**src/hdl/gsamp_pkg.sv**
```systemverilog
// Shared constants, request type and colour widening functions
// for the gradient sampler. No dependencies.
`timescale 1ns / 1ps

package gsamp_pkg;

	localparam int MAX_POINTS = 16;
	localparam int FRAC_BITS  = 16;

	localparam int ADDR_W = $clog2(MAX_POINTS);
	localparam int CNT_W  = 5;
	localparam int IDX_W  = 4;
	localparam int COL_W  = 16;
	localparam int POS_W  = FRAC_BITS + 1;
	localparam int SCL_W  = POS_W + ADDR_W;
	localparam int CH_W   = 8;
	localparam int DIFF_W = CH_W + 1;
	localparam int PROD_W = DIFF_W + FRAC_BITS + 1;
	localparam int SUM_W  = PROD_W;
	localparam int NUM_CH = 3;

	localparam int R_LSB = 11;
	localparam int G_LSB = 5;

	localparam logic [POS_W-1:0] ONE_FX = POS_W'(1) << FRAC_BITS;

	typedef enum logic {
		MODE_WRITE = 1'b0,
		MODE_EVAL  = 1'b1
	} mode_t;

	typedef struct packed {
		logic                 evaluate;
		logic                 wr;
		logic [ADDR_W-1:0]    waddr;
		logic [COL_W-1:0]     wdata;
		logic [ADDR_W-1:0]    ia;
		logic [ADDR_W-1:0]    ib;
		logic [FRAC_BITS-1:0] frac;
	} req_t;

	function automatic logic [CH_W-1:0] widen5(input logic [4:0] v);
		logic [13:0] t;
		t = 14'(v) * 14'd527 + 14'd23;
		return t[13:6];
	endfunction

	function automatic logic [CH_W-1:0] widen6(input logic [5:0] v);
		logic [13:0] t;
		t = 14'(v) * 14'd259 + 14'd33;
		return t[13:6];
	endfunction

endpackage

```
**src/hdl/gsamp_ram.sv**
```systemverilog
// Generic single-write, single-read RAM with registered read data.
// No dependencies.
`timescale 1ns / 1ps

module gsamp_ram #(
	parameter int WIDTH = 16,
	parameter int DEPTH = 16
) (
	input  logic                     clk,
	input  logic                     we,
	input  logic [$clog2(DEPTH)-1:0] waddr,
	input  logic [WIDTH-1:0]         wdata,
	input  logic                     re,
	input  logic [$clog2(DEPTH)-1:0] raddr,
	output logic [WIDTH-1:0]         rdata
);

	logic [WIDTH-1:0] mem_q [DEPTH];

	always_ff @(posedge clk) begin
		if (we) begin
			mem_q[waddr] <= wdata;
		end
		if (re) begin
			rdata <= mem_q[raddr];
		end
	end

endmodule

```
**src/hdl/gsamp_addr.sv**
```systemverilog
// Front stages: register the input word, clamp, scale the position and
// form point addresses and fraction. Depends on gsamp_pkg.
`timescale 1ns / 1ps

module gsamp_addr (
	input  logic                              clk,
	input  logic                              arst_n,
	input  logic                              in_valid,
	output logic                              in_ready,
	input  logic                              mode,
	input  logic [gsamp_pkg::IDX_W-1:0]       point_index,
	input  logic [gsamp_pkg::COL_W-1:0]       point_colour,
	input  logic [gsamp_pkg::POS_W-1:0]       position,
	input  logic [gsamp_pkg::CNT_W-1:0]       point_count,
	output logic                              out_valid,
	input  logic                              out_ready,
	output gsamp_pkg::req_t                   out_req
);

	logic                              v_s1;
	logic                              mode_s1;
	logic [gsamp_pkg::IDX_W-1:0]       idx_s1;
	logic [gsamp_pkg::COL_W-1:0]       colour_s1;
	logic [gsamp_pkg::POS_W-1:0]       pos_s1;
	logic [gsamp_pkg::ADDR_W-1:0]      nm1_s1;
	logic                              v_s2;
	gsamp_pkg::req_t                   req_s2;

	logic                              rdy1;
	logic                              rdy2;
	logic [gsamp_pkg::POS_W-1:0]       pos_clamp;
	logic [gsamp_pkg::ADDR_W-1:0]      nm1;
	logic [gsamp_pkg::SCL_W-1:0]       scaled;
	logic [gsamp_pkg::ADDR_W-1:0]      ia;
	gsamp_pkg::req_t                   req_next;

	assign rdy2     = !v_s2 || out_ready;
	assign rdy1     = !v_s1 || rdy2;
	assign in_ready = rdy1;

	always_comb begin
		pos_clamp = (position > gsamp_pkg::ONE_FX) ? gsamp_pkg::ONE_FX : position;
		priority if (point_count == '0) begin
			nm1 = '0;
		end else if (32'(point_count) > gsamp_pkg::MAX_POINTS) begin
			nm1 = gsamp_pkg::ADDR_W'(gsamp_pkg::MAX_POINTS - 1);
		end else begin
			nm1 = gsamp_pkg::ADDR_W'(point_count - 1'b1);
		end
	end

	always_comb begin
		scaled = gsamp_pkg::SCL_W'(pos_s1) * gsamp_pkg::SCL_W'(nm1_s1);
		ia     = scaled[gsamp_pkg::FRAC_BITS +: gsamp_pkg::ADDR_W];
		req_next.evaluate = (mode_s1 == gsamp_pkg::MODE_EVAL);
		req_next.wr       = (mode_s1 == gsamp_pkg::MODE_WRITE)
			&& (32'(idx_s1) < gsamp_pkg::MAX_POINTS);
		req_next.waddr    = gsamp_pkg::ADDR_W'(idx_s1);
		req_next.wdata    = colour_s1;
		req_next.ia       = ia;
		req_next.ib       = (ia == nm1_s1) ? '0 : gsamp_pkg::ADDR_W'(ia + 1'b1);
		req_next.frac     = scaled[gsamp_pkg::FRAC_BITS-1:0];
	end

	always_ff @(posedge clk or negedge arst_n) begin
		if (!arst_n) begin
			v_s1 <= 1'b0;
			v_s2 <= 1'b0;
		end else begin
			if (rdy1) begin
				v_s1 <= in_valid;
			end
			if (rdy2) begin
				v_s2 <= v_s1;
			end
		end
	end

	always_ff @(posedge clk) begin
		if (rdy1 && in_valid) begin
			mode_s1   <= mode;
			idx_s1    <= point_index;
			colour_s1 <= point_colour;
			pos_s1    <= pos_clamp;
			nm1_s1    <= nm1;
		end
		if (rdy2 && v_s1) begin
			req_s2 <= req_next;
		end
	end

	assign out_valid = v_s2;
	assign out_req   = req_s2;

endmodule

```
**src/hdl/gsamp_mix.sv**
```systemverilog
// Back stages: widen both points to 8-bit channels, interpolate each
// channel and pack to RGB565 in the output register. Depends on gsamp_pkg.
`timescale 1ns / 1ps

module gsamp_mix (
	input  logic                              clk,
	input  logic                              arst_n,
	input  logic                              in_valid,
	output logic                              in_ready,
	input  logic [gsamp_pkg::FRAC_BITS-1:0]   in_frac,
	input  logic [gsamp_pkg::COL_W-1:0]       point_a,
	input  logic [gsamp_pkg::COL_W-1:0]       point_b,
	output logic                              out_valid,
	input  logic                              out_ready,
	output logic [gsamp_pkg::COL_W-1:0]       colour
);

	logic                                   v_s3;
	logic [gsamp_pkg::FRAC_BITS-1:0]        frac_s3;
	logic                                   v_s4;
	logic [gsamp_pkg::FRAC_BITS-1:0]        frac_s4;
	logic [gsamp_pkg::CH_W-1:0]             a_s4 [gsamp_pkg::NUM_CH];
	logic [gsamp_pkg::CH_W-1:0]             b_s4 [gsamp_pkg::NUM_CH];
	logic                                   v_s5;
	logic [gsamp_pkg::CH_W-1:0]             a_s5 [gsamp_pkg::NUM_CH];
	logic signed [gsamp_pkg::PROD_W-1:0]    prod_s5 [gsamp_pkg::NUM_CH];
	logic                                   v_s6;
	logic [gsamp_pkg::COL_W-1:0]            colour_s6;

	logic                                   rdy3;
	logic                                   rdy4;
	logic                                   rdy5;
	logic                                   rdy6;
	logic [gsamp_pkg::CH_W-1:0]             wa [gsamp_pkg::NUM_CH];
	logic [gsamp_pkg::CH_W-1:0]             wb [gsamp_pkg::NUM_CH];
	logic signed [gsamp_pkg::DIFF_W-1:0]    diff [gsamp_pkg::NUM_CH];
	logic signed [gsamp_pkg::PROD_W-1:0]    prod [gsamp_pkg::NUM_CH];
	logic signed [gsamp_pkg::SUM_W-1:0]     sum [gsamp_pkg::NUM_CH];
	logic [gsamp_pkg::CH_W-1:0]             ch [gsamp_pkg::NUM_CH];
	logic [gsamp_pkg::COL_W-1:0]            packed_colour;

	assign rdy6     = !v_s6 || out_ready;
	assign rdy5     = !v_s5 || rdy6;
	assign rdy4     = !v_s4 || rdy5;
	assign rdy3     = !v_s3 || rdy4;
	assign in_ready = rdy3;

	always_comb begin
		wa[0] = gsamp_pkg::widen5(point_a[gsamp_pkg::COL_W-1:gsamp_pkg::R_LSB]);
		wa[1] = gsamp_pkg::widen6(point_a[gsamp_pkg::R_LSB-1:gsamp_pkg::G_LSB]);
		wa[2] = gsamp_pkg::widen5(point_a[gsamp_pkg::G_LSB-1:0]);
		wb[0] = gsamp_pkg::widen5(point_b[gsamp_pkg::COL_W-1:gsamp_pkg::R_LSB]);
		wb[1] = gsamp_pkg::widen6(point_b[gsamp_pkg::R_LSB-1:gsamp_pkg::G_LSB]);
		wb[2] = gsamp_pkg::widen5(point_b[gsamp_pkg::G_LSB-1:0]);
	end

	always_comb begin
		for (int i = 0; i < gsamp_pkg::NUM_CH; i++) begin
			diff[i] = $signed({1'b0, b_s4[i]}) - $signed({1'b0, a_s4[i]});
			prod[i] = diff[i] * $signed({1'b0, frac_s4});
			sum[i]  = $signed({2'b00, a_s5[i], {gsamp_pkg::FRAC_BITS{1'b0}}}) + prod_s5[i];
			ch[i]   = sum[i][gsamp_pkg::FRAC_BITS +: gsamp_pkg::CH_W];
		end
		packed_colour = {ch[0][7:3], ch[1][7:2], ch[2][7:3]};
	end

	always_ff @(posedge clk or negedge arst_n) begin
		if (!arst_n) begin
			v_s3 <= 1'b0;
			v_s4 <= 1'b0;
			v_s5 <= 1'b0;
			v_s6 <= 1'b0;
		end else begin
			if (rdy3) begin
				v_s3 <= in_valid;
			end
			if (rdy4) begin
				v_s4 <= v_s3;
			end
			if (rdy5) begin
				v_s5 <= v_s4;
			end
			if (rdy6) begin
				v_s6 <= v_s5;
			end
		end
	end

	always_ff @(posedge clk) begin
		if (rdy3 && in_valid) begin
			frac_s3 <= in_frac;
		end
		if (rdy4 && v_s3) begin
			frac_s4 <= frac_s3;
			a_s4    <= wa;
			b_s4    <= wb;
		end
		if (rdy5 && v_s4) begin
			a_s5    <= a_s4;
			prod_s5 <= prod;
		end
		if (rdy6 && v_s5) begin
			colour_s6 <= packed_colour;
		end
	end

	assign out_valid = v_s6;
	assign colour    = colour_s6;

endmodule

```
**src/hdl/rgb565_gradient_sampler.sv**
```systemverilog
// Top level of the RGB565 gradient sampler: count register, point tables
// and the address and mix pipelines. Depends on gsamp_pkg, gsamp_addr,
// gsamp_ram and gsamp_mix.
//
//   channel   dir  handshake                 payload
//   s_axis    in   s_axis_tvalid/tready      tuser: mode; tdata: index, colour, position
//   m_axis    out  m_axis_tvalid/tready      tdata: colour
//   cfg       in   cfg_we                    cfg_wdata: point_count
//
// One word per clock in either mode while no stage stalls. An evaluate word
// reaches m_axis via s1, s2, the table read with s3, s4, s5 and s6; a write
// word retires on leaving the second stage, where it updates both point tables.
// Reset clears the stage valid bits and sets point_count to one; point
// tables hold nothing defined until written. On a stall each stage holds its
// word and empty stages close up behind it.
`timescale 1ns / 1ps

module rgb565_gradient_sampler (
	input  logic        clk,
	input  logic        arst_n,
	input  logic        s_axis_tvalid,
	output logic        s_axis_tready,
	input  logic [0:0]  s_axis_tuser,  // [0] mode
	input  logic [39:0] s_axis_tdata,  // [3:0] point_index, [19:4] point_colour,
	                                   // [36:20] position, [39:37] zero
	output logic        m_axis_tvalid,
	input  logic        m_axis_tready,
	output logic [15:0] m_axis_tdata,  // [15:0] colour
	input  logic        cfg_we,
	input  logic [4:0]  cfg_wdata      // point_count
);

	logic [gsamp_pkg::CNT_W-1:0]      point_count_q;
	logic                             req_valid;
	logic                             req_ready;
	gsamp_pkg::req_t                  req;
	logic                             tbl_we;
	logic [gsamp_pkg::COL_W-1:0]      point_a;
	logic [gsamp_pkg::COL_W-1:0]      point_b;

	always_ff @(posedge clk or negedge arst_n) begin
		if (!arst_n) begin
			point_count_q <= gsamp_pkg::CNT_W'(1);
		end else if (cfg_we) begin
			point_count_q <= cfg_wdata;
		end
	end

	gsamp_addr u_addr (
		.clk          (clk),
		.arst_n       (arst_n),
		.in_valid     (s_axis_tvalid),
		.in_ready     (s_axis_tready),
		.mode         (s_axis_tuser[0]),
		.point_index  (s_axis_tdata[3:0]),
		.point_colour (s_axis_tdata[19:4]),
		.position     (s_axis_tdata[36:20]),
		.point_count  (point_count_q),
		.out_valid    (req_valid),
		.out_ready    (req_ready),
		.out_req      (req)
	);

	assign tbl_we = req_ready && req_valid && req.wr;

	gsamp_ram #(
		.WIDTH (gsamp_pkg::COL_W),
		.DEPTH (gsamp_pkg::MAX_POINTS)
	) u_tbl_a (
		.clk   (clk),
		.we    (tbl_we),
		.waddr (req.waddr),
		.wdata (req.wdata),
		.re    (req_ready),
		.raddr (req.ia),
		.rdata (point_a)
	);

	gsamp_ram #(
		.WIDTH (gsamp_pkg::COL_W),
		.DEPTH (gsamp_pkg::MAX_POINTS)
	) u_tbl_b (
		.clk   (clk),
		.we    (tbl_we),
		.waddr (req.waddr),
		.wdata (req.wdata),
		.re    (req_ready),
		.raddr (req.ib),
		.rdata (point_b)
	);

	gsamp_mix u_mix (
		.clk       (clk),
		.arst_n    (arst_n),
		.in_valid  (req_valid && req.evaluate),
		.in_ready  (req_ready),
		.in_frac   (req.frac),
		.point_a   (point_a),
		.point_b   (point_b),
		.out_valid (m_axis_tvalid),
		.out_ready (m_axis_tready),
		.colour    (m_axis_tdata)
	);

endmodule

```
**config.mk**
```make
export PLATFORM = sky130hd
export DESIGN_NAME = rgb565_gradient_sampler
export DESIGN_NICKNAME = d
export VERILOG_FILES = /design/src/hdl/gsamp_pkg.sv /design/src/hdl/gsamp_ram.sv /design/src/hdl/gsamp_addr.sv /design/src/hdl/gsamp_mix.sv /design/src/hdl/rgb565_gradient_sampler.sv
export SDC_FILE = /design/constraint.sdc
export NUM_CORES = 2
export LEC_CHECK = 0
export BUFFER_PORTS_ARGS = -buffer_cell sky130_fd_sc_hd__clkbuf_2
export CORE_MARGIN = 8
export CORE_UTILIZATION = 47
export CTS_CLUSTER_DIAMETER = 200
export DETAILED_ROUTE_END_ITERATION = 6
export SKIP_CTS_REPAIR_TIMING = 1
export SLEW_MARGIN = 20
export SYNTH_ARGS = -nofsm -noshare
export SYNTH_HDL_FRONTEND = slang
export SYNTH_SLANG_ARGS = --single-unit
export TNS_END_PERCENT = 1
```
**constraint.sdc**
```tcl
create_clock -name clk -period 9.15 [get_ports clk]
set_input_delay 0.915 -clock clk [delete_from_list [all_inputs] [get_ports clk]]
set_output_delay 0.915 -clock clk [all_outputs]
set_load 0.05 [all_outputs]
```
# ---- Word-level counts from Yosys, hierarchy flattened
# Memory sizes are Yosys's and may differ from the RTL's. A register that Yosys moved wholly into a read port is not among the register bits.
# Cells that the tools add are included.
# Widths: inputs -> output; s select.
dict set report op_classes {
  n_addsub 14
  multipliers 10
  order_cmp 2
  eq_ne 1
  muxes 3
  bitwise 1
  n_reduce_logical 22
}
# cell n
set op_table {}
lappend op_table {{$add 24x24->24} 3}
lappend op_table {{$mul 9x17->24} 3}
lappend op_table {{$add 14x5->14 const B} 4}
lappend op_table {{$mul 5x10->14 const B} 4}
lappend op_table {{$add 14x6->14 const B} 2}
lappend op_table {{$mul 6x9->14 const B} 2}
lappend op_table {{$sub 8x8->9} 3}
lappend op_table {{$mul 17x4->20} 1}
lappend op_table {{$gt 17x17->1 const B} 1}
lappend op_table {{$logic_and 1x1->1} 9}
lappend op_table {{$logic_not 1->1} 6}
lappend op_table {{$logic_or 1x1->1} 6}
lappend op_table {{$gt 5x5->1 const B} 1}
lappend op_table {{$logic_not 5->1} 1}
lappend op_table {{$add 4x1->4 const B} 1}
lappend op_table {{$eq 4x4->1} 1}
lappend op_table {{$mux 4} 1}
lappend op_table {{$sub 4x1->4 const B} 1}
lappend op_table {{$mux 1} 2}
lappend op_table {{$not 1->1} 1}
dict set report totals {
  regBits 291
  mem_bits_rw 512
  wordCells 89
  mem_count 2
}
# name depth word_bits read_ports rd_clocked_by_memory_dff write_ports line
set mem_list {}
lappend mem_list {u_tbl_a.mem_q 16 16 1 1 1 gsamp_ram.sv:18} ;# logic [WIDTH-1:0] mem_q [DEPTH];
lappend mem_list {u_tbl_b.mem_q 16 16 1 1 1 gsamp_ram.sv:18}

# ---- Longest topological paths before layout
dict set report depth {
  word_depth 9
  depth_mapped 29
}

# ---- Hierarchy
# From an unflattened synthesis, not the netlist that was laid out.
dict set report hier_totals {
  cells_unflattened 3484
  hier_area_um2 48452.7
}
# module n_inst cells_per_inst area_per_inst_um2 seq_area_each_um2
set by_module_without_submodules {}
lappend by_module_without_submodules {gsamp_mix 1 2144 22385.2 4424.2}
lappend by_module_without_submodules {gsamp_ram 2 432 10203.5 8167.8}
lappend by_module_without_submodules {gsamp_addr 1 464 5465.2 2692.6}
lappend by_module_without_submodules {rgb565_gradient_sampler 1 12 195.2 126.4}

# ---- Worst setup path after synthesis
# Ideal clock, no wire load.
dict set report synth_timing {
  path_type {register to register}
  from {reg u_mix.a_s4[0] in the netlist's numbering}
  to {reg u_mix.prod_s5[23] in the netlist's numbering, data pin}
  arrival_ns 6.410
  t_required_ns 8.892
  setup_slack_ns 2.482
  stages_incl_launch_ff 28
  path_buffers 1
  cell_sequence {edfxtp_1 > ha_1 > fa_1 > nor2b_1 > o21ai_0 > a21boi_0 > o21ai_0 > nor2b_1 > xnor2_1 > clkbuf_1 > nand2_1 > fa_1 > fa_1 > inv_1 > fa_1 > fa_1 > inv_1 > fa_1 > inv_1 > ha_1 > a21o_1 > a21o_1 > or2_0 > o221a_2 > o41ai_4 > o2111ai_2 > a21oi_2 > xnor2_1}
}
# element line
set synth_rtl {}
lappend synth_rtl {{start, declared} gsamp_mix.sv:22} ;# logic [gsamp_pkg::CH_W-1:0] a_s4 [gsamp_pkg::NUM_CH];
lappend synth_rtl {{start signal, assigned} gsamp_mix.sv:95} ;# a_s4 <= wa;
lappend synth_rtl {{end signal, assigned} gsamp_mix.sv:100} ;# prod_s5 <= prod;
lappend synth_rtl {{end, declared} gsamp_mix.sv:26} ;# logic signed [gsamp_pkg::PROD_W-1:0] prod_s5 [gsamp_pkg::NUM_CH];

==> Implementation_results.wiki <==
{| class="wikitable"
! Metric !! Value
|-
| Routed metal-1 wirelength || between 30,000 and 40,000 um
|-
| Vias in the first global route || 25,660
|-
| Antenna violations before repair || 0
|-
| Iteration-0 DRC Markers || 1,384
|-
| Core area || 0.0834 mm2
|-
| Number of nets in the synthesized netlist || 3,729
|-
| Detailed-route DRC error count || 0
|-
| Grt ovf || 0
|-
| Yosys synthesis warning count || 0
|-
| Die Width || 306 um
|-
| Commonest register cell after synthesis || edfxtp_1
|-
| Number of distinct library cell variants in the gate-level netlist after synthesis || 70
|-
| DR vias || roughly 23,000
|-
| Total global routing track utilization || ~18%
|-
| Clock sink count || about 530
|-
| Area added between synthesis and finish || 9.72%
|-
| Cell with the largest stage delay on the worst path || fa_1
|-
| Clock network latency to the later pin of the worst-skew pair || 630 ps
|-
| Transition time of the tightest slew-check pin || between 1000 and 1500 ps
|-
| Top post-synthesis cells by count || 520 x edfxtp_1, 379 x inv_1, 361 x fa_1
|-
| Metal3 WL || 3420 um
|-
| Fraction of synthesized cell area taken by the top area cell type || about two fifths
|-
| Max capacitance violation total || 0
|-
| WL final || 85,100 um
|-
| Clk root buf || clkbuf_16
|-
| Total I/O pin count || 69
|-
| Number of enable-type register cells in the synthesized netlist || between 500 and 600
|-
| Cell types with the largest area share after synthesis || edfxtp_1 40%, fa_1 18%, ha_1 11%
|-
| Final count of hold timing violations || 0
|-
| # diodes || 0
|-
| Count of antenna-violating nets left after detailed routing || 0
|-
| Number of port buffers || 65
|-
| Clock transition time at the flip-flop clock pins of the worst setup and hold paths || 60 ps
|-
| Average instance area after synthesis || 13.3 um2
|-
| Num CTS Buffers || 55
|-
| Clock buffer depth || 3
|-
| Post-synthesis instance area || just under 0.04 mm2
|-
| H-tree levels || 2
|-
| CP max FO || 16
|-
| Worst reg2reg path startpoint || u_mix.a_s4[1]
|-
| Fraction of layout cells with a size suffix above 1 || approximately 14%
|-
| Filler instances || around 7,000
|-
| Path type of the worst min-delay path || input port to asynchronous set/reset pin
|-
| Setup crit end kind || flip-flop
|-
| Worst Clk Skew || 45.8 ps
|-
| Post-detail-place hpwl || 59,800 um
|-
| Final min period || between 7000 and 8000 ps
|-
| Uppermost layer routed || met4
|-
| Row count || ~110
|-
| Ys async rst share || roughly 2.1%
|-
| Initial cell density of the core || between 40% and 50%
|-
| Clock tree from TritonCTS || built
|-
| Worst Setup Path Type || flip-flop to flip-flop
|-
| Signal arrival time at the worst endpoint || roughly 7800 ps
|-
| Outcome || finished, final reports clean
|-
| Crit path launch type || flip-flop
|-
| Number of register bits inferred by synthesis || ~530
|-
| TritonRoute pass-1 iters || 5
|-
| Met2 wire length || around 43,000 um
|-
| Unrepaired setup endpoints after global routing || no
|-
| Net count reported at finish || ~3,800
|-
| Cells after synthesis || roughly 3,000
|-
| Relative max-transition margin || 27.7%
|-
| Post-route setup TNS || 0 ps
|-
| Cell depth of the worst flop-to-flop path || 28
|-
| Critical Path Most Common Cell || fa_1
|-
| Reg-to-reg slack, setup || around 1700 ps
|-
| Maximum achievable frequency || 135 MHz
|-
| Cell with the most instances after synthesis || edfxtp_1
|-
| Die outline area || a little over 0.09 mm2
|-
| Height of the chip || roughly 310 um
|-
| Final max-slew violation count || 0
|-
| Data required, critical path || around 9500 ps
|-
| Setup violation total in the final timing report || 0
|-
| Capture instance of the worst register-to-register path || u_mix.prod_s5[23]
|-
| Largest stage delay on the critical path || just over 500 ps
|-
| Maximum number of pins on one net before global-route repair || 65
|-
| Global-route wire length before repair || around 140,000 um
|-
| Final period utilization || around four fifths
|-
| Routability congestion estimate || between 0.8 and 0.9
|-
| Library cell occupying the most area in the post-synthesis netlist || edfxtp_1
|-
| Via-to-Cell Ratio || 5.55
|-
| Share of synthesized area occupied by flip-flops and latches || 40.3%
|-
| Final routed wire length divided by cell count || between 20 and 25 um
|}
-- state kept, by name (all words and copies together) (netlist names), 4 cells and up --
register	count
u_tbl_b.mem_q	256
u_addr.out_req	46
u_mix.a_s4	24
u_mix.a_s5	24
u_mix.b_s4	24
u_mix.prod_s5	24
u_addr.pos_s1	17
u_addr.colour_s1	16
u_mix.colour	16
u_mix.frac_s3	16
u_mix.frac_s4	16
u_tbl_a.rdata	16
u_tbl_b.rdata	16
point_count_q	5
u_addr.idx_s1	4
u_addr.nm1_s1	4
-- layer usage --
layer	global-route usage, %	up-vias
met5	0	-
li1	-	10477
met4	5.15	0
met3	2.05	143
met2	33.1	505
met1	23.6	12066
-- through the flow --
| stage | utilization (%) | worst slack (ps) | cells | cell area, um2 | hold slack (ps) |
|---|---|---|---|---|---|
| 2_1_floorplan | - | 2480 | 2974 | 39500 | 400 |
| 3_3_place_gp | 49.4 | 1910 | 4071 | 41300 | 405 |
| 3_5_place_dp | 49.5 | 1830 | 4074 | 41300 | 405 |
| 4_1_cts | 51.8 | 1790 | 4178 | 43200 | 165 |
| 5_1_grt | 51.9 | 1170 | 4182 | 43300 | 188 |
| 6_report | 51.9 | 1720 | 4182 | 43300 | 187 |
-- placed cells by master (no fill, tap or decap), types with 7 or more instances in the layout --
cell type,Yosys,layout
clkbuf_16,0,55
bufinv_16,0,11
xnor2_1,80,77
nor3_1,46,42
o21ai_0,47,47
and2_1,202,200
o21bai_1,7,7
o211ai_1,10,10
clkinv_1,0,16
a21boi_0,8,7
nand3_1,19,19
or3_1,10,10
dfrtp_1,10,10
xor2_1,26,26
a31oi_1,8,7
clkinv_2,0,10
buf_4,0,61
a21o_1,16,16
o21a_1,35,35
nor2_1,120,116
fa_1,361,361
or3b_2,12,12
a21oi_1,41,41
ha_1,343,343
nand2b_1,90,90
edfxtp_1,520,520
clkbuf_2,0,65
inv_1,379,379
nor3b_1,38,38
nand2_1,148,148
nor2b_1,39,38
mux4_2,160,160
or2_2,14,14
-- cells by family (layout without fill, tap and decap cells) --
logic type	count (synthesis)	count (layout)	share of synthesized area (%)
simple gates	770	770	10.7
mux	162	162	9.19
flops	531	531	40.3
compound gates	213	213	3.67
fa+ha+maj	704	704	29.2
buf+inv	488	616	4.68
xor+xnor	106	106	2.35
-- layout make-up --
cell class | instances | area, um2 | share of cell area (%)
Sequential cell | 531 | 15900 | 36.7
Inverter | 379 | 1420 | 3.29
Clock inverter | 45 | 544 | 1.26
Tap cell | 1080 | 1350 | 3.12
Multi-Input combinational cell | 1955 | 21800 | 50.4
Clock buffer | 59 | 1390 | 3.21
Timing Repair Buffer | 133 | 885 | 2.04
-- worst max-delay path, delay by kind of cell, from the launching register on --
family | cells | cell delay, ps
AO/OA/AOI/OAI | 12 | 2560
XOR/XNOR | 1 | 80
adder cells (fa/ha/maj) | 7 | 2840
buffers and inverters | 5 | 430
flip-flops | 1 | 430
AND/OR/NAND/NOR | 3 | 820
-- worst max path at each step --
stage / from / cells past startpoint / slack, ps / endpoint
detailed placement: u_mix.a_s4[1] / 28 / 1830 / u_mix.prod_s5[23]
CTS: u_mix.a_s4[1] / 28 / 1790 / u_mix.prod_s5[23]
floorplan: u_mix.a_s4[0] / 27 / 2480 / u_mix.prod_s5[23]
finish: u_mix.a_s4[1] / 28 / 1720 / u_mix.prod_s5[23]
global route: u_mix.a_s4[1] / 28 / 1170 / u_mix.prod_s5[23]
global placement: u_mix.a_s4[1] / 28 / 1910 / u_mix.prod_s5[23]
Power is not shown: default switching activity piles up to over one toggle a cycle in this logic, so the estimate is an artifact.
